File: config.mk
export PLATFORM = sky130hd
export DESIGN_NAME = track_booster_protection
export DESIGN_NICKNAME = d
export VERILOG_FILES = /design/src/sv/tbp_pkg.sv /design/src/sv/track_booster_protection.sv /design/src/sv/tbp_in_stage.sv /design/src/sv/tbp_core.sv /design/src/sv/tbp_out_stage.sv
export SDC_FILE = /design/constraint.sdc
export NUM_CORES = 1
export LEC_CHECK = 0
export CAP_MARGIN = 0
export CELL_PAD_IN_SITES_DETAIL_PLACEMENT = 0
export CELL_PAD_IN_SITES_GLOBAL_PLACEMENT = 1
export CORE_AREA = 2 2 118 120
export CTS_CLUSTER_SIZE = 20
export DETAILED_ROUTE_END_ITERATION = 10
export DIE_AREA = 0 0 120 122
export DONT_BUFFER_PORTS = 1
export HOLD_SLACK_MARGIN = 0.1
export PLACE_DENSITY = 0.76
export SYNTH_ARGS = -nofsm -noshare
export SYNTH_HDL_FRONTEND = slang
export SYNTH_SLANG_ARGS = --single-unit
File: constraint.sdc
create_clock -name aclk -period 4.5 [get_ports aclk]
set_input_delay 0.675 -clock aclk [delete_from_list [all_inputs] [get_ports aclk]]
set_output_delay 0.675 -clock aclk [all_outputs]
set_load 0.01 [all_outputs]
File: src/sv/tbp_pkg.sv
package tbp_pkg;

    localparam int unsigned LIMIT_W = 16;
    localparam int unsigned S_DATA_W = 16;
    localparam int unsigned S_USER_W = 3;
    localparam int unsigned M_DATA_W = 32;

    localparam logic [7:0] STARTUP_TICKS = 8'd62;
    localparam logic [7:0] STARTUP_RELOAD = 8'd255;
    localparam logic [2:0] WATCHDOG_TICKS = 3'd4;
    localparam logic [7:0] IDLE_BYTE = 8'hff;
    localparam logic [7:0] NULL_BYTE = 8'h00;
    localparam logic [LIMIT_W-1:0] TRIP_LIMIT_RESET = 16'd4300;
    localparam logic [15:0] COUNT_MAX = 16'hffff;

    typedef enum logic [2:0] {
        OP_PULSE      = 3'd0,
        OP_WINDOW_END = 3'd1,
        OP_POWER_REQ  = 3'd2,
        OP_PACKET     = 3'd3,
        OP_TICK       = 3'd4,
        OP_CUTOUT_TMR = 3'd5,
        OP_READ_PEAK  = 3'd6,
        OP_NOP        = 3'd7
    } opcode_t;

    typedef enum logic [1:0] {
        ST_OK      = 2'd0,
        ST_ESTOP   = 2'd1,
        ST_UNKNOWN = 2'd2,
        ST_RSVD    = 2'd3
    } status_t;

    typedef enum logic [1:0] {
        BR_OFF    = 2'd0,
        BR_FOLLOW = 2'd1,
        BR_CUTOUT = 2'd2,
        BR_RSVD   = 2'd3
    } bridge_t;

    typedef enum logic [1:0] {
        CO_NONE     = 2'd0,
        CO_PENDING  = 2'd1,
        CO_ACTIVE   = 2'd2,
        CO_RECOVERY = 2'd3
    } cutout_t;

    // Packed so that the first field lands in the highest bits.
    typedef struct packed {
        logic [7:0] lead_byte;
        logic       from_broadcast;
        logic       turn_on;
        opcode_t    opcode;
    } item_t;

    typedef struct packed {
        cutout_t     cutout_stage;
        logic [15:0] peak_count;
        bridge_t     bridge_mode;
        logic        sensing;
        logic        trip_flag;
        logic        estop_flag;
        logic        power_flag;
        status_t     status;
    } result_t;

endpackage

File: src/sv/track_booster_protection.sv
// Channel   Ports                          Contents
// input     s_tvalid s_tready s_tuser      tuser: opcode; tdata: turn_on, from_broadcast,
//           s_tdata                        lead_byte
// result    m_tvalid m_tready m_tdata      tdata: status .. cutout_stage (26 bits used)
// config    cfg_we cfg_wdata               trip_limit, taken if cfg_we high, not in reset
//
// One item per clock while the result register drains. An item is held in the input
// register, evaluated against the state in a single pass and loaded into the result
// register, which presents it until it leaves with m_tready high.
// Reset is synchronous and active low; it clears the state and sets trip_limit to 4300.
// A stalled result register holds its item; the input register keeps taking
// items as long as the result register drains.
module track_booster_protection (
    input  logic                            aclk,
    input  logic                            aresetn,
    input  logic                            cfg_we,
    input  logic [tbp_pkg::LIMIT_W-1:0]     cfg_wdata,
    input  logic                            s_tvalid,
    output logic                            s_tready,
    input  logic [tbp_pkg::S_USER_W-1:0]    s_tuser,   // [2:0] opcode
    input  logic [tbp_pkg::S_DATA_W-1:0]    s_tdata,   // [0] turn_on, [1] from_broadcast,
                                                       // [9:2] lead_byte
    output logic                            m_tvalid,
    input  logic                            m_tready,
    output logic [tbp_pkg::M_DATA_W-1:0]    m_tdata    // [1:0] status, [2] power_flag,
                                                       // [3] estop_flag, [4] trip_flag,
                                                       // [5] sensing, [7:6] bridge_mode,
                                                       // [23:8] peak_count,
                                                       // [25:24] cutout_stage
);

    logic             item_valid;
    tbp_pkg::item_t   item;
    tbp_pkg::result_t result;
    logic             out_busy;
    logic             advance;

    assign advance = item_valid && !out_busy;

    tbp_in_stage u_in (
        .aclk       (aclk),
        .aresetn    (aresetn),
        .s_tvalid   (s_tvalid),
        .s_tready   (s_tready),
        .s_tuser    (s_tuser),
        .s_tdata    (s_tdata),
        .advance    (advance),
        .item_valid (item_valid),
        .item       (item)
    );

    tbp_core u_core (
        .aclk      (aclk),
        .aresetn   (aresetn),
        .cfg_we    (cfg_we),
        .cfg_wdata (cfg_wdata),
        .advance   (advance),
        .item      (item),
        .result    (result)
    );

    tbp_out_stage u_out (
        .aclk     (aclk),
        .aresetn  (aresetn),
        .load     (advance),
        .result   (result),
        .busy     (out_busy),
        .m_tvalid (m_tvalid),
        .m_tready (m_tready),
        .m_tdata  (m_tdata)
    );

endmodule

File: src/sv/tbp_in_stage.sv
module tbp_in_stage (
    input  logic                            aclk,
    input  logic                            aresetn,
    input  logic                            s_tvalid,
    output logic                            s_tready,
    input  logic [tbp_pkg::S_USER_W-1:0]    s_tuser,
    input  logic [tbp_pkg::S_DATA_W-1:0]    s_tdata,
    input  logic                            advance,
    output logic                            item_valid,
    output tbp_pkg::item_t                  item
);

    logic           valid_reg;
    tbp_pkg::item_t item_reg;

    assign s_tready   = !valid_reg || advance;
    assign item_valid = valid_reg;
    assign item       = item_reg;

    always_ff @(posedge aclk) begin
        if (!aresetn) begin
            valid_reg <= 1'b0;
        end else if (s_tready) begin
            valid_reg <= s_tvalid;
        end
        if (s_tvalid && s_tready) begin
            item_reg.opcode         <= tbp_pkg::opcode_t'(s_tuser);
            item_reg.turn_on        <= s_tdata[0];
            item_reg.from_broadcast <= s_tdata[1];
            item_reg.lead_byte      <= s_tdata[9:2];
        end
    end

endmodule

File: src/sv/tbp_core.sv
module tbp_core (
    input  logic                             aclk,
    input  logic                             aresetn,
    input  logic                             cfg_we,
    input  logic [tbp_pkg::LIMIT_W-1:0]      cfg_wdata,
    input  logic                             advance,
    input  tbp_pkg::item_t                   item,
    output tbp_pkg::result_t                 result
);

    typedef struct packed {
        logic              on_bit;
        logic              estop_bit;
        logic              trip_bit;
        logic              track_driven;
        logic              sense_on;
        logic [15:0]       pulse_count;
        logic [15:0]       pulse_peak;
        logic [7:0]        startup_left;
        logic              startup_over;
        logic [2:0]        watchdog_left;
        tbp_pkg::cutout_t  cutout_now;
    } state_t;

    state_t                         st_reg;
    state_t                         st_next;
    logic [tbp_pkg::LIMIT_W-1:0]    limit_reg;
    tbp_pkg::status_t               status;
    logic                           power_off;

    always_comb begin
        st_next   = st_reg;
        status    = tbp_pkg::ST_OK;
        power_off = 1'b0;

        case (item.opcode)
            tbp_pkg::OP_PULSE: begin
                if (st_reg.sense_on) begin
                    if (st_reg.pulse_count <= limit_reg &&
                        st_reg.pulse_count != tbp_pkg::COUNT_MAX) begin
                        st_next.pulse_count = st_reg.pulse_count + 16'd1;
                    end
                    if (st_next.pulse_count > st_reg.pulse_peak) begin
                        st_next.pulse_peak = st_next.pulse_count;
                    end
                end
            end
            tbp_pkg::OP_WINDOW_END: begin
                if (st_reg.track_driven) begin
                    if (st_reg.pulse_count >= limit_reg) begin
                        power_off        = 1'b1;
                        st_next.trip_bit = 1'b1;
                    end
                    st_next.pulse_count = 16'd0;
                end
            end
            tbp_pkg::OP_POWER_REQ: begin
                if (item.from_broadcast) begin
                    status = tbp_pkg::ST_UNKNOWN;
                end else if (item.turn_on) begin
                    if (st_reg.estop_bit) begin
                        status = tbp_pkg::ST_ESTOP;
                    end else begin
                        if (!st_reg.on_bit) begin
                            st_next.track_driven  = 1'b1;
                            st_next.trip_bit      = 1'b0;
                            st_next.sense_on      = 1'b0;
                            st_next.pulse_count   = 16'd0;
                            st_next.startup_left  = tbp_pkg::STARTUP_TICKS;
                            st_next.startup_over  = 1'b0;
                            st_next.watchdog_left = tbp_pkg::WATCHDOG_TICKS;
                        end
                        st_next.on_bit = 1'b1;
                    end
                end else begin
                    power_off         = 1'b1;
                    st_next.on_bit    = 1'b0;
                    st_next.estop_bit = 1'b0;
                end
            end
            tbp_pkg::OP_PACKET: begin
                if (st_reg.track_driven) begin
                    st_next.watchdog_left = tbp_pkg::WATCHDOG_TICKS;
                    if (item.lead_byte != tbp_pkg::NULL_BYTE &&
                        item.lead_byte != tbp_pkg::IDLE_BYTE) begin
                        st_next.cutout_now = tbp_pkg::CO_PENDING;
                    end
                end
            end
            tbp_pkg::OP_TICK: begin
                if (st_reg.startup_left <= 8'd1) begin
                    st_next.startup_left = tbp_pkg::STARTUP_RELOAD;
                    if (st_reg.track_driven) begin
                        st_next.startup_over = 1'b1;
                        st_next.sense_on     = 1'b1;
                    end
                end else begin
                    st_next.startup_left = st_reg.startup_left - 8'd1;
                end
                if (st_reg.watchdog_left != 3'd0) begin
                    st_next.watchdog_left = st_reg.watchdog_left - 3'd1;
                end
                // The watchdog trips on the value after this tick's decrement.
                if (st_reg.on_bit && st_next.watchdog_left == 3'd0) begin
                    power_off         = 1'b1;
                    st_next.estop_bit = 1'b1;
                    st_next.on_bit    = 1'b0;
                end
            end
            tbp_pkg::OP_CUTOUT_TMR: begin
                case (st_reg.cutout_now)
                    tbp_pkg::CO_PENDING: begin
                        st_next.cutout_now = tbp_pkg::CO_ACTIVE;
                        st_next.sense_on   = 1'b0;
                    end
                    tbp_pkg::CO_ACTIVE: begin
                        st_next.cutout_now = tbp_pkg::CO_RECOVERY;
                    end
                    tbp_pkg::CO_RECOVERY: begin
                        st_next.cutout_now = tbp_pkg::CO_NONE;
                        if (st_reg.startup_over) begin
                            st_next.sense_on = 1'b1;
                        end
                    end
                    default: begin
                    end
                endcase
            end
            tbp_pkg::OP_READ_PEAK: begin
                st_next.pulse_peak = 16'd0;
            end
            default: begin
            end
        endcase

        if (power_off) begin
            st_next.sense_on     = 1'b0;
            st_next.pulse_count  = 16'd0;
            st_next.track_driven = 1'b0;
            st_next.startup_left = tbp_pkg::STARTUP_RELOAD;
            st_next.startup_over = 1'b0;
            st_next.cutout_now   = tbp_pkg::CO_NONE;
        end

        result.status       = status;
        result.power_flag   = st_next.on_bit;
        result.estop_flag   = st_next.estop_bit;
        result.trip_flag    = st_next.trip_bit;
        result.sensing      = st_next.sense_on;
        result.cutout_stage = st_next.cutout_now;
        // A peak read reports the value held before it is cleared.
        result.peak_count   = (item.opcode == tbp_pkg::OP_READ_PEAK) ?
                              st_reg.pulse_peak : st_next.pulse_peak;
        if (!st_next.track_driven) begin
            result.bridge_mode = tbp_pkg::BR_OFF;
        end else if (st_next.cutout_now == tbp_pkg::CO_ACTIVE) begin
            result.bridge_mode = tbp_pkg::BR_CUTOUT;
        end else begin
            result.bridge_mode = tbp_pkg::BR_FOLLOW;
        end
    end

    always_ff @(posedge aclk) begin
        if (!aresetn) begin
            limit_reg           <= tbp_pkg::TRIP_LIMIT_RESET;
            st_reg.on_bit        <= 1'b0;
            st_reg.estop_bit     <= 1'b0;
            st_reg.trip_bit      <= 1'b0;
            st_reg.track_driven  <= 1'b0;
            st_reg.sense_on      <= 1'b0;
            st_reg.pulse_count   <= 16'd0;
            st_reg.pulse_peak    <= 16'd0;
            st_reg.startup_left  <= tbp_pkg::STARTUP_RELOAD;
            st_reg.startup_over  <= 1'b0;
            st_reg.watchdog_left <= 3'd0;
            st_reg.cutout_now    <= tbp_pkg::CO_NONE;
        end else begin
            if (cfg_we) begin
                limit_reg <= cfg_wdata;
            end
            if (advance) begin
                st_reg <= st_next;
            end
        end
    end

endmodule

File: src/sv/tbp_out_stage.sv
module tbp_out_stage (
    input  logic                            aclk,
    input  logic                            aresetn,
    input  logic                            load,
    input  tbp_pkg::result_t                result,
    output logic                            busy,
    output logic                            m_tvalid,
    input  logic                            m_tready,
    output logic [tbp_pkg::M_DATA_W-1:0]    m_tdata
);

    logic             valid_reg;
    tbp_pkg::result_t result_reg;

    // The register can take a new item when empty or when its item leaves now.
    assign busy     = valid_reg && !m_tready;
    assign m_tvalid = valid_reg;
    assign m_tdata  = tbp_pkg::M_DATA_W'(result_reg);

    always_ff @(posedge aclk) begin
        if (!aresetn) begin
            valid_reg <= 1'b0;
        end else if (load) begin
            valid_reg <= 1'b1;
        end else if (m_tready) begin
            valid_reg <= 1'b0;
        end
        if (load) begin
            result_reg <= result;
        end
    end

endmodule

Word-level counts from Yosys, hierarchy flattened

Index checks and enable logic that the tools add are counted.

Bits in registers: 108
Input port bits: 40
Output and inout bits: 34

Add/subtract/negate cells: 3
$lt $le $gt $ge: 4
Equal/unequal tests: 25
Multiplexer cells: 57
Bitwise gates (word level): 2
Reductions and logical operators: 23

Operators with widths:

| cell                                                                    | number |
|---|---|
| 16-bit 2-to-1 mux                                                       | 6 |
| 19-bit 2-to-1 mux                                                       | 3 |
| 12-bit 2-to-1 mux                                                       | 4 |
| 16-bit case mux with 3 select lines                                     | 1 |
| 32-bit 2-to-1 mux                                                       | 1 |
| 16-bit case mux with 2 select lines                                     | 1 |
| 21-bit 2-to-1 mux                                                       | 1 |
| 1-bit 2-to-1 mux                                                        | 19 |
| 18-bit 2-to-1 mux                                                       | 1 |
| 9-bit case mux with 2 select lines                                      | 1 |
| 16-bit by 1-bit adder with 16-bit output, second input constant         | 1 |
| 16-bit greater-or-equal comparator                                      | 1 |
| 16-bit greater-than comparator                                          | 1 |
| 16-bit <= comparator                                                    | 1 |
| 16-bit inequality test, second input constant                           | 1 |
| 8-bit AND reduction                                                     | 2 |
| 2-bit 2-to-1 mux                                                        | 6 |
| 3-bit by 1-bit inequality test with 1-bit output, second input constant | 4 |
| 3-bit == test, second input constant                                    | 3 |
| 9-bit 2-to-1 mux                                                        | 1 |
| 3-bit case mux with 3 select lines                                      | 1 |
| 3-bit nonzero test                                                      | 3 |
| 8-bit by 1-bit <= comparator with 1-bit output, second input constant   | 1 |
| 8-bit 2-to-1 mux                                                        | 1 |
| 28 further kinds                                                        | 49 |

Longest topological paths before layout

Gate-level depths: netlist of run 1.

Depth after elaboration: 10
Mapped depth: 22

Hierarchy

From an unflattened synthesis of run 1, not the netlist that was laid out.

Cells, all modules: 649
Area total of the unflattened synthesis: 6008.3 sq um

By module, submodules not included:

| module                   | times used | cells an instance | area an instance (sq um) | seq. area each (sq um) |
|---|---|---|---|---|
| tbp_core                 | 1          | 594               | 4675.7                   | 1341.3 |
| tbp_out_stage            | 1          | 36                | 870.8                    | 800.8 |
| tbp_in_stage             | 1          | 18                | 447.9                    | 410.4 |
| track_booster_protection | 1          | 1                 | 13.8                     | 0.0 |

Worst setup path after synthesis of run 1

OpenSTA, ideal clock, no wires.

Kind: register to register
Start point: register u_core.limit_reg[15] (netlist name)
End point: register u_core.st_reg[25] (netlist name)
Data arrival time: 4.223 ns
Slack: 0.208 ns
Cell stages (with the launch flop): 23
Period minus slack after synthesis: 4.292 ns
Cells stage by stage: dfxtp_1 -> inv_1 -> ha_1 -> nand4_1 -> or2_1 -> or4_1 -> buf_2 -> a21oi_2 -> buf_4 -> nand3_1 -> xor2_1 -> inv_1 -> ha_1 -> a211oi_1 -> nor2_1 -> nor3_1 -> o21ai_0 -> o21a_1 -> clkbuf_1 -> a21oi_1 -> clkbuf_1 -> nand2_1 -> o21ai_1

Cells in the longest elaborated chain, start to end: 9

RTL lines:

| item                                    | line            | RTL |
|---|---|---|
| start: declaration                      | tbp_core.sv:27  | `logic [tbp_pkg::LIMIT_W-1:0] limit_reg;` |
| start signal: assignment                | tbp_core.sv:165 | `limit_reg <= tbp_pkg::TRIP_LIMIT_RESET;` |
| start signal: assignment                | tbp_core.sv:179 | `limit_reg <= cfg_wdata;` |
| 16-bit <= comparator (*)                | tbp_core.sv:39  | `if (st_reg.pulse_count <= limit_reg &&` |
| 1-bit logical AND (*)                   | tbp_core.sv:39  |  |
| 16-bit 2-to-1 mux (*)                   | tbp_core.sv:39  |  |
| 16-bit 2-to-1 mux (*)                   | tbp_core.sv:38  | `if (st_reg.sense_on) begin` |
| 16-bit 2-to-1 mux (*)                   | tbp_core.sv:36  | `case (item.opcode)` |
| 16-bit greater-than comparator          | tbp_core.sv:43  | `if (st_next.pulse_count > st_reg.pulse_peak) begin` |
| 16-bit 2-to-1 mux (*)                   | tbp_core.sv:43  |  |
| 32-bit 2-to-1 mux (*)                   | tbp_core.sv:38  |  |
| 16-bit case mux with 2 select lines (*) | tbp_core.sv:36  |  |
| end signal: assignment                  | tbp_core.sv:182 | `st_reg <= st_next;` |
| end: declaration                        | tbp_core.sv:25  | `state_t st_reg;` |

Every way passes the cells marked *; elsewhere a longest branch is shown, timed or not. The select of a mux whose other input is x is not followed.
A chain may end at the register's enable or synchronous reset.

Worst setup path after layout of run 1

Start point: register u_core.limit_reg[15] (netlist name)
End point: register u_core.st_reg[27] (netlist name)

Same word-level chain as after synthesis.

==> run summary, run 1 <==
clk sinks = 108
IO Pins = 74
GRT Total Usage = 17.5%
via count = 4,515
# setup viols final = 0
Core ar. = 0.0135 mm^2
most frequent cells in the layout = dfxtp_1 (66), inv_1 (64), nand2_1 (56), a21oi_1 (45)
CP Capture Type = flop
vias in the first global route = 4,229
# rows = 43
routed len/inst = 14.7 um
commonest non-fill, non-tap cell in the layout = dfxtp_1
Final Wtd Congestion = 0.843
Critical Path AT = 4520 ps
HPWL Detailed = 9.06 mm
Avg Inst Size Synth = 8.94 um^2
Starting DRT DRC Count = 304
share of post-route cells with drive strength above 1 = 10.7%
Post-Syn Area = 0.00579 mm^2
CTS Buf Count = 9
startpoint types = flop
H-tree levels = 3
number of max-cap violations = 0
Top FF cell, synth = dfxtp_1
run status = finished clean
PwrDens = 305 mW/mm^2
peak supply drop = 0.170 mV
Final Hold Vio Count = 0
first-pass GRT wire length = 20.3 mm
leakage power = 0.00256 uW
Die ar. = 0.0146 mm^2
CTS max path bufs = 2
Via density = 5.37
Reg clk slew, reported paths = 70 ps
Post-route DRC = 0
max reg flops = 51
Tot Pwr = 1990 uW
Period minus WS final = 4240 ps
Post-layout nets = 736
register area share after synthesis = 44.1%
ys async rst share = 0%
Die Y = 122 um
Crit Path Class = flop to flop
CTS tree = yes
cts hold-fix bufs = 0
WL final = 12.4 mm
DIE WIDTH = 120 um
grt ovf = 0
CTS Root Cell = clkbuf_16
Hold WC Path Type = primary input to flop
#FFs+latches synth = 108
Clock Skews = 6.83 ps
Synth Warn # = 0
cell count after synthesis = 648
EDFF count, synth = 39
Worst Path Required = 4780 ps
slew margin rel. = 30.2%
antenna fix cells = 0
setup_tns = 0 ps
Port Buffer Count = 0
antenna violations before repair = 0
Netlist cell types = 60
antenna viol nets, final = 0
max-slew violations = 0
Worst Hold Margin = 407 ps
Worst-Margin Slew = 1050 ps
critical path peak fanout = 5
TritonRoute pass-1 iters = 5
effective utilization at floorplan = 42.9%
Fmax achieved = 236 MHz
largest net degree at the start of global routing = 42
fin crit share = 94.2%
synthesis-to-layout area growth = 12.7%
Clk Latency, worst-skew pair = 360 ps
[per-layer routing]
metal,global-route usage (%),vias up,share of wire (%)
met1,23.8,2102,50
met5,0,-,0
met3,2.53,17,3.1
met2,27.5,100,45
li1,-,2296,-
met4,8.01,0,1.8
[synthesized netlist by cell type (2+ instances only)]
cell type	count	area [um^2]
xnor2_1	9	78.8
and3_1	7	43.8
ha_1	40	500
buf_4	7	52.6
nor3b_1	2	15.0
and4_1	5	43.8
clkbuf_1	22	82.6
o22a_1	2	17.5
o21ai_0	43	215
inv_1	64	240
nor2b_1	21	131
o31ai_1	4	30.0
mux2i_1	13	130
o211ai_1	6	45.0
or4_1	3	22.5
or2_2	3	18.8
dfxtp_1	69	1380
or2_1	2	12.5
o41ai_1	3	26.3
o22ai_1	2	12.5
buf_2	3	15.0
nand2_1	56	210
a31oi_1	19	119
o221ai_1	2	17.5
o311ai_0	4	35.0
a21oi_1	48	240
a211oi_1	5	37.5
nand2b_1	13	81.3
nand4_1	9	56.3
and2_1	5	31.3
nand3_1	19	95.1
nor2_1	45	169
edfxtp_1	39	1170
nor3_1	12	60.1
a41oi_1	3	26.3
o21a_1	7	52.6
nor4_1	4	25.0
xor2_1	6	52.6
[cell families after synthesis]
logic type | after synthesis | share of synthesized area (%)
compound gates | 163 | 17.6
mux | 13 | 2.25
simple gates | 211 | 18.3
flops | 108 | 44.1
other cells | 1 | 0.0647
xor+xnor | 15 | 2.27
buf+inv | 97 | 6.80
fa+ha+maj | 40 | 8.64
[power breakdown]
part / internal, uW / total (uW) / switching (uW)
registers: 1040 / 1060 / 23.0
logic: 34.2 / 90.5 / 56.3
clock network: 469 / 838 / 369
[final timing paths]
check	start	to	slack, ps	cells after the start
setup / recovery	u_core.limit_reg[15]$_SDFFE_PN0P_	u_core.st_reg[27]$_SDFFE_PN0P_	260	19
hold / removal	s_tuser[1]	u_in.item[1]$_DFFE_PP_	410	0
setup reg to reg	u_core.limit_reg[15]$_SDFFE_PN0P_	u_core.st_reg[27]$_SDFFE_PN0P_	260	19
hold reg to reg	u_core.st_reg[25]$_SDFFE_PN0P_	u_core.st_reg[25]$_SDFFE_PN0P_	460	2
[critical path, cell delays in order (launching register included)]
cell	delay [ps]
dfxtp_1	330
inv_1	50
ha_1	310
nand4_1	120
or2_4	290
or4_4	590
buf_4	190
a21oi_2	210
and4_1	300
xnor2_2	160
inv_1	70
ha_1	290
o21a_1	190
o2111ai_1	240
a31oi_1	70
o21a_2	170
a21oi_4	190
clkdlybuf4s15_2	260
nand2_1	60
o21ai_0	70
[through the flow]
step	instance area, um^2	utilization, %	setup WS, ps	instances
detailed placement	6050	44.8	14.8	821
CTS	6380	47.2	12.1	837
floorplan	5810	-	208	653
finish	6530	48.3	263	841
global placement	6050	44.8	134	821
global route	6530	48.3	-24.5	841
[area by class of cell]
class / instances / area [um^2]
tap: 180 / 225
multi-input combinational: 448 / 2990
inverter: 64 / 240
sequential: 108 / 2560
fill: 1272 / 6980
clock buffer: 10 / 250
timing repair buffer: 25 / 191
clock inverter: 6 / 70.1
[what timing repair did]
action,4_1_cts,5_1_grt
buffers inserted,0,3
pin swaps,0,3
setup endpoints to repair,1,32
gates resized for setup,1,24
cloned,0,1
No activity file was read; power rests on OpenSTA's default activity.
==> inputs of run 2 (changes only) <==
CELL_PAD_IN_SITES_GLOBAL_PLACEMENT = 2   (was 1)
CORE_AREA = 2 2 133 135   (was 2 2 118 120)
DIE_AREA = 0 0 135 137   (was 0 0 120 122)
SYNTH_HIERARCHICAL = 1   (was unset)
==> run summary, run 2 <==
run status = finished clean
synthesis-to-layout area growth = 14.3%
Largest stage delay, worst path = 400 ps
grt ovf = 0
most frequent cells in the layout = dfxtp_1 (69), nor2_1 (65), inv_1 (61), buf_4 (46)
max reg flops = 51
share of post-route cells with drive strength above 1 = 14.5%
crit path setup slack, layout = 240 ps
CTS Buf Count = 9
reg-to-reg endpoint = u_out/m_tdata[18]$_DFFE_PP_
Die Y = 137 um
slew margin rel. = 27.9%
Die ar. = 0.0185 mm^2
cell count after synthesis = 649
clk sinks = 108
Fillers = 1,688
CTS Root Cell = clkbuf_16
Hold Path Sink = u_core/st_reg[13]$_SDFFE_PN1P_
register area = 0.00255 mm^2
largest net degree at the start of global routing = 54
#FFs+latches synth = 108
critical path peak fanout = 14
synth cell count leaders = dfxtp_1 (69), nor2_1 (66), inv_1 (61)
clock share of power = 41.3%
Reg clk slew, reported paths = 70 ps
DIE WIDTH = 135 um
H-tree levels = 3
hold path startpoint = aresetn
# rows = 48
antenna violations before repair = 0
Clk Latency, worst-skew pair = 360 ps
Reg2Reg Depth = 17
share of the synthesized area in the top cell type = 23.0%
Hold Crit Depth = 1
Crit Path Class = flop to flop
startpoint types = flop
effective utilization at floorplan = 35.2%
first-pass GRT wire length = 23.2 mm
CP Capture Type = flop
dominant cells by area after synthesis = dfxtp_1 (23%), edfxtp_1 (19%), ha_1 (8.3%)
CTS max path bufs = 2
Worst-Margin Slew = 1080 ps
Reg-to-Reg Start = u_core/limit_reg[5]$_SDFFE_PN0P_
Final Hold Vio Count = 0
TritonRoute pass-1 iters = 4
Fmax achieved = 235 MHz
antenna fix cells = 0
DP Worst Slack = 58.7 ps
total net switching power = 489 uW
Clock Skews = 13.2 ps
IO Pins = 74
antenna viol nets, final = 0
Period minus WS final = 4260 ps
EDFF count, synth = 39
WL final = 14.1 mm
Int Power = 1530 uW
setup_tns = 0 ps
count leader, synth = dfxtp_1
register area share after synthesis = 42.5%
fin crit share = 94.7%
Worst Path Required = 4610 ps
unrepaired setup endpoints after global routing = false
# setup viols final = 0
routed len/inst = 15.7 um
Post-Syn Area = 0.00601 mm^2
Util after Layout = 40.3%
Synth Warn # = 6
combinational group share of total power = 5.6%
Core ar. = 0.0171 mm^2
Sw Ratio = 24.2%
GRT Total Usage = 16.0%
commonest non-fill, non-tap cell in the layout = dfxtp_1
peak supply drop = 0.167 mV
vias in the first global route = 4,567
Final Wtd Congestion = 0.866
leakage power = 0.00272 uW
PwrDens = 294 mW/mm^2
Post-layout nets = 753
R2R Setup Slk = 240 ps
HPWL Detailed = 10.5 mm
Post-route DRC = 0
max-slew violations = 0
Via density = 5.28
CTS tree = yes
Yosys top cell by area = dfxtp_1
Top FF cell, synth = dfxtp_1
number of max-cap violations = 0
Avg Inst Size Synth = 9.26 um^2
Netlist cell types = 74
Multi-input gate area = 0.00312 mm^2
Critical Path AT = 4370 ps
Port Buffer Count = 0
Worst path slowest cell = a2111oi_4
Hold WC Path Type = primary input to flop
ys async rst share = 0%
Reg power frac = 53.1%
via count = 4,765
Starting DRT DRC Count = 272
CP cell instances = inv_1 > ha_1 > a21oi_1 > o21ai_1 > a2111oi_4 > a32o_2 > nand3_1 > xnor2_1 > inv_1 > ha_1 > nand4_1 > a21oi_1 > a2111oi_2 > o211ai_1 > o2111a_2 > buf_12 > mux2_2
-- run 2: power groups by stage --
stage,clock network (uW),registers (uW),logic [uW]
floorplan,0,1080,105
global placement,0,1090,110
detailed placement,0,1100,114
CTS,855,1070,115
global route,894,1080,129
finish,833,1070,114
-- run 2: final cells by class --
class                           instances  area share (%)
Sequential cell                       108            37.2
Clock buffer                           10            3.33
Clock inverter                          6            1.09
Inverter                               61            3.33
Multi-Input combinational cell        445            45.4
Tap cell                              225            4.10
Timing Repair Buffer                   48            5.61
-- run 2: through the flow --
step | hold WS [ps] | area (um^2) | cells | total power [uW]
after floorplan | 432 | 6030 | 654 | 1190
after global placement | 456 | 6450 | 884 | 1200
after detailed placement | 469 | 6450 | 884 | 1210
after CTS | 373 | 6760 | 900 | 2040
after global routing | 372 | 6870 | 903 | 2100
final | 394 | 6870 | 903 | 2020
-- run 2: layer usage --
layer	share of wire, %	track usage, %	up-vias
li1	-	-	2374
met1	51	22.9	2284
met2	45	24.6	97
met3	3.6	2.81	10
met4	1.1	4.75	0
met5	0	0	-
-- run 2: critical path: cells and delay by family (launching register included) --
family	cells	cell delay, ps
AO/OA/AOI/OAI	8	1780
XOR/XNOR	1	340
adder cells (fa/ha/maj)	2	620
buffers and inverters	3	270
flip-flops	1	340
multiplexers	1	340
AND/OR/NAND/NOR	2	320
-- run 2: worst max-delay path by stage --
stage | cells past startpoint | from | slack, ps | end
floorplan | 18 | u_core/st_reg[43]$_SDFFE_PN0P_ | 370 | u_out/m_tdata[11]$_DFFE_PP_
global placement | 18 | u_core/limit_reg[15]$_SDFFE_PN0P_ | 80 | u_out/m_tdata[16]$_DFFE_PP_
detailed placement | 18 | u_core/limit_reg[13]$_SDFFE_PN0P_ | 60 | u_out/m_tdata[16]$_DFFE_PP_
CTS | 18 | u_core/limit_reg[13]$_SDFFE_PN0P_ | 30 | u_out/m_tdata[18]$_DFFE_PP_
global route | 21 | u_core/limit_reg[11]$_SDFFE_PN0P_ | 2 | u_core/st_reg[23]$_SDFFE_PN0P_
finish | 17 | u_core/limit_reg[5]$_SDFFE_PN0P_ | 240 | u_out/m_tdata[18]$_DFFE_PP_
-- run 2: repair_timing --
action | in CTS | in global routing
endpoints found under the setup margin | 0 | 32
hold buffers | 0 | 0
setup buffers | 0 | 3
gates resized for setup | 0 | 17
-- run 2: cells by family after synthesis --
kind of cell               after synthesis  synth area share [%]
adders and majority gates               40                  8.33
AOI/OAI and AO/OA                      158                  18.5
and+or+nand+nor                        211                  18.5
buffers and inverters                  101                  7.43
DFF                                    108                  42.5
muxes                                   16                  2.71
xor gates and xnor gates                14                  2.04
other                                    1                0.0624
==> inputs of run 3 (changes only) <==
GPL_TIMING_DRIVEN = 0   (was unset)
==> run summary, run 3 (same netlist as run 2, synthesis figures left out) <==
run status = finished clean
most frequent cells in the layout = nor2_1 (66), inv_1 (61), dfxtp_1 (61), nand2_1 (41), ha_1 (40)
synthesis-to-layout area growth = 15.0%
Core ar. = 0.0171 mm^2
routed len/inst = 16.2 um
CTS max path bufs = 2
Hold WC Path Type = primary input to flop
cts hold-fix bufs = 0
Worst Path Required = 4790 ps
grt ovf = 0
antenna violations before repair = 0
max reg flops = 51
fin crit share = 95.1%
Critical Path AT = 4570 ps
GRT Total Usage = 16.4%
antenna viol nets, final = 0
share of post-route cells with drive strength above 1 = 15.5%
Post-layout nets = 759
effective utilization at floorplan = 35.2%
HPWL Detailed = 11.0 mm
IO Pins = 74
Crit Path Class = flop to flop
# rows = 48
Die ar. = 0.0185 mm^2
Post-route DRC = 0
slew margin rel. = 43.7%
Worst-Margin Slew = 842 ps
crit path setup slack, layout = 223 ps
CTS tree = yes
Util after Layout = 40.5%
DIE WIDTH = 135 um
Clock Skews = 8.32 ps
antenna fix cells = 0
first-pass GRT wire length = 23.6 mm
# setup viols final = 0
Die Y = 137 um
Period minus WS final = 4280 ps
Clk Latency, worst-skew pair = 360 ps
leakage power = 0.00270 uW
H-tree levels = 3
vias in the first global route = 4,550
largest net degree at the start of global routing = 30
via count = 4,779
setup_tns = 0 ps
placed inst area = 0.00631 mm^2
number of max-cap violations = 0
DP Worst Slack = -910 ps
startpoint types = flop
Via density = 5.26
Starting DRT DRC Count = 282
WL final = 14.7 mm
Reg clk slew, reported paths = 80 ps
Port Buffer Count = 0
TritonRoute pass-1 iters = 5
Final Non-Filler Cells = 909
max-slew violations = 0
peak supply drop = 0.184 mV
Final Cell Area = 0.00691 mm^2
Final Wtd Congestion = 0.810
Final Hold Vio Count = 0
Fmax achieved = 234 MHz
clk sinks = 108
DP Cell Count = 879
CP Capture Type = flop
CTS Root Cell = clkbuf_16
commonest non-fill, non-tap cell in the layout = nor2_1
critical path peak fanout = 10
PwrDens = 285 mW/mm^2
CTS Buf Count = 9
==> run 3: area by class of cell <==
type	count	area, um^2
clock inverter	6	47.5
inverter	61	229
buffer	40	250
timing repair buffer	14	105
clock buffer	10	229
multi-input combinational	445	3200
fill	1717	10100
tap	225	282
sequential	108	2560
==> run 3: worst max-delay path, cell delays in order (launching register included) <==
cell and delay, ps:
dfxtp_1 340, inv_1 50, ha_1 330, nand4_4 150, nor3_1 350, a2111oi_4 80, buf_4 160, a32oi_4 390
nor2_4 120, buf_4 160, xnor2_1 340, ha_1 220, nand2b_1 120, a21oi_2 70, a2111oi_2 290, o211ai_1 160
o2111a_2 210, buf_4 150, a21oi_4 150, buf_4 220, o2bb2ai_1 130
==> run 3: where the power goes <==
part	switching [uW]	internal (uW)	leakage, uW
Combinational	89.4	50.1	0.00163
Sequential	21.4	1040	0.000941
Clock	382	382	0.000134
Total	493	1480	0.00270
==> run 3: worst paths after layout <==
check	depth (start not counted)	from	slack, ps	to
worst max-delay path	20	u_core/limit_reg[13]$_SDFFE_PN0P_	220	u_core/st_reg[23]$_SDFFE_PN0P_
worst min-delay path	0	s_tdata[1]	410	u_in/item[4]$_DFFE_PP_
worst max register to register	20	u_core/limit_reg[13]$_SDFFE_PN0P_	220	u_core/st_reg[23]$_SDFFE_PN0P_
worst min register to register	1	u_core/st_reg[16]$_SDFFE_PN0P_	460	u_core/st_reg[16]$_SDFFE_PN0P_
==> run 3: what timing repair did <==
item                                    CTS  global route
setup buffers                             3            11
endpoints found under the setup margin   32            25
pin swaps                                 4            13
resized for setup                        27            31
==> run 3: per-stage QoR <==
stage	power, uW	hold slack, ps
final	1970	408
after global routing	2050	392
after CTS	1990	393
after detailed placement	1230	450
after global placement	1220	450
after floorplan	1190	432
==> run 3: metal layers <==
layer | global-route usage, % | routed length [um]
met1 | 23.0 | 7350
met2 | 25.4 | 6610
met3 | 2.41 | 519
met4 | 6.54 | 252
met5 | 0 | 0
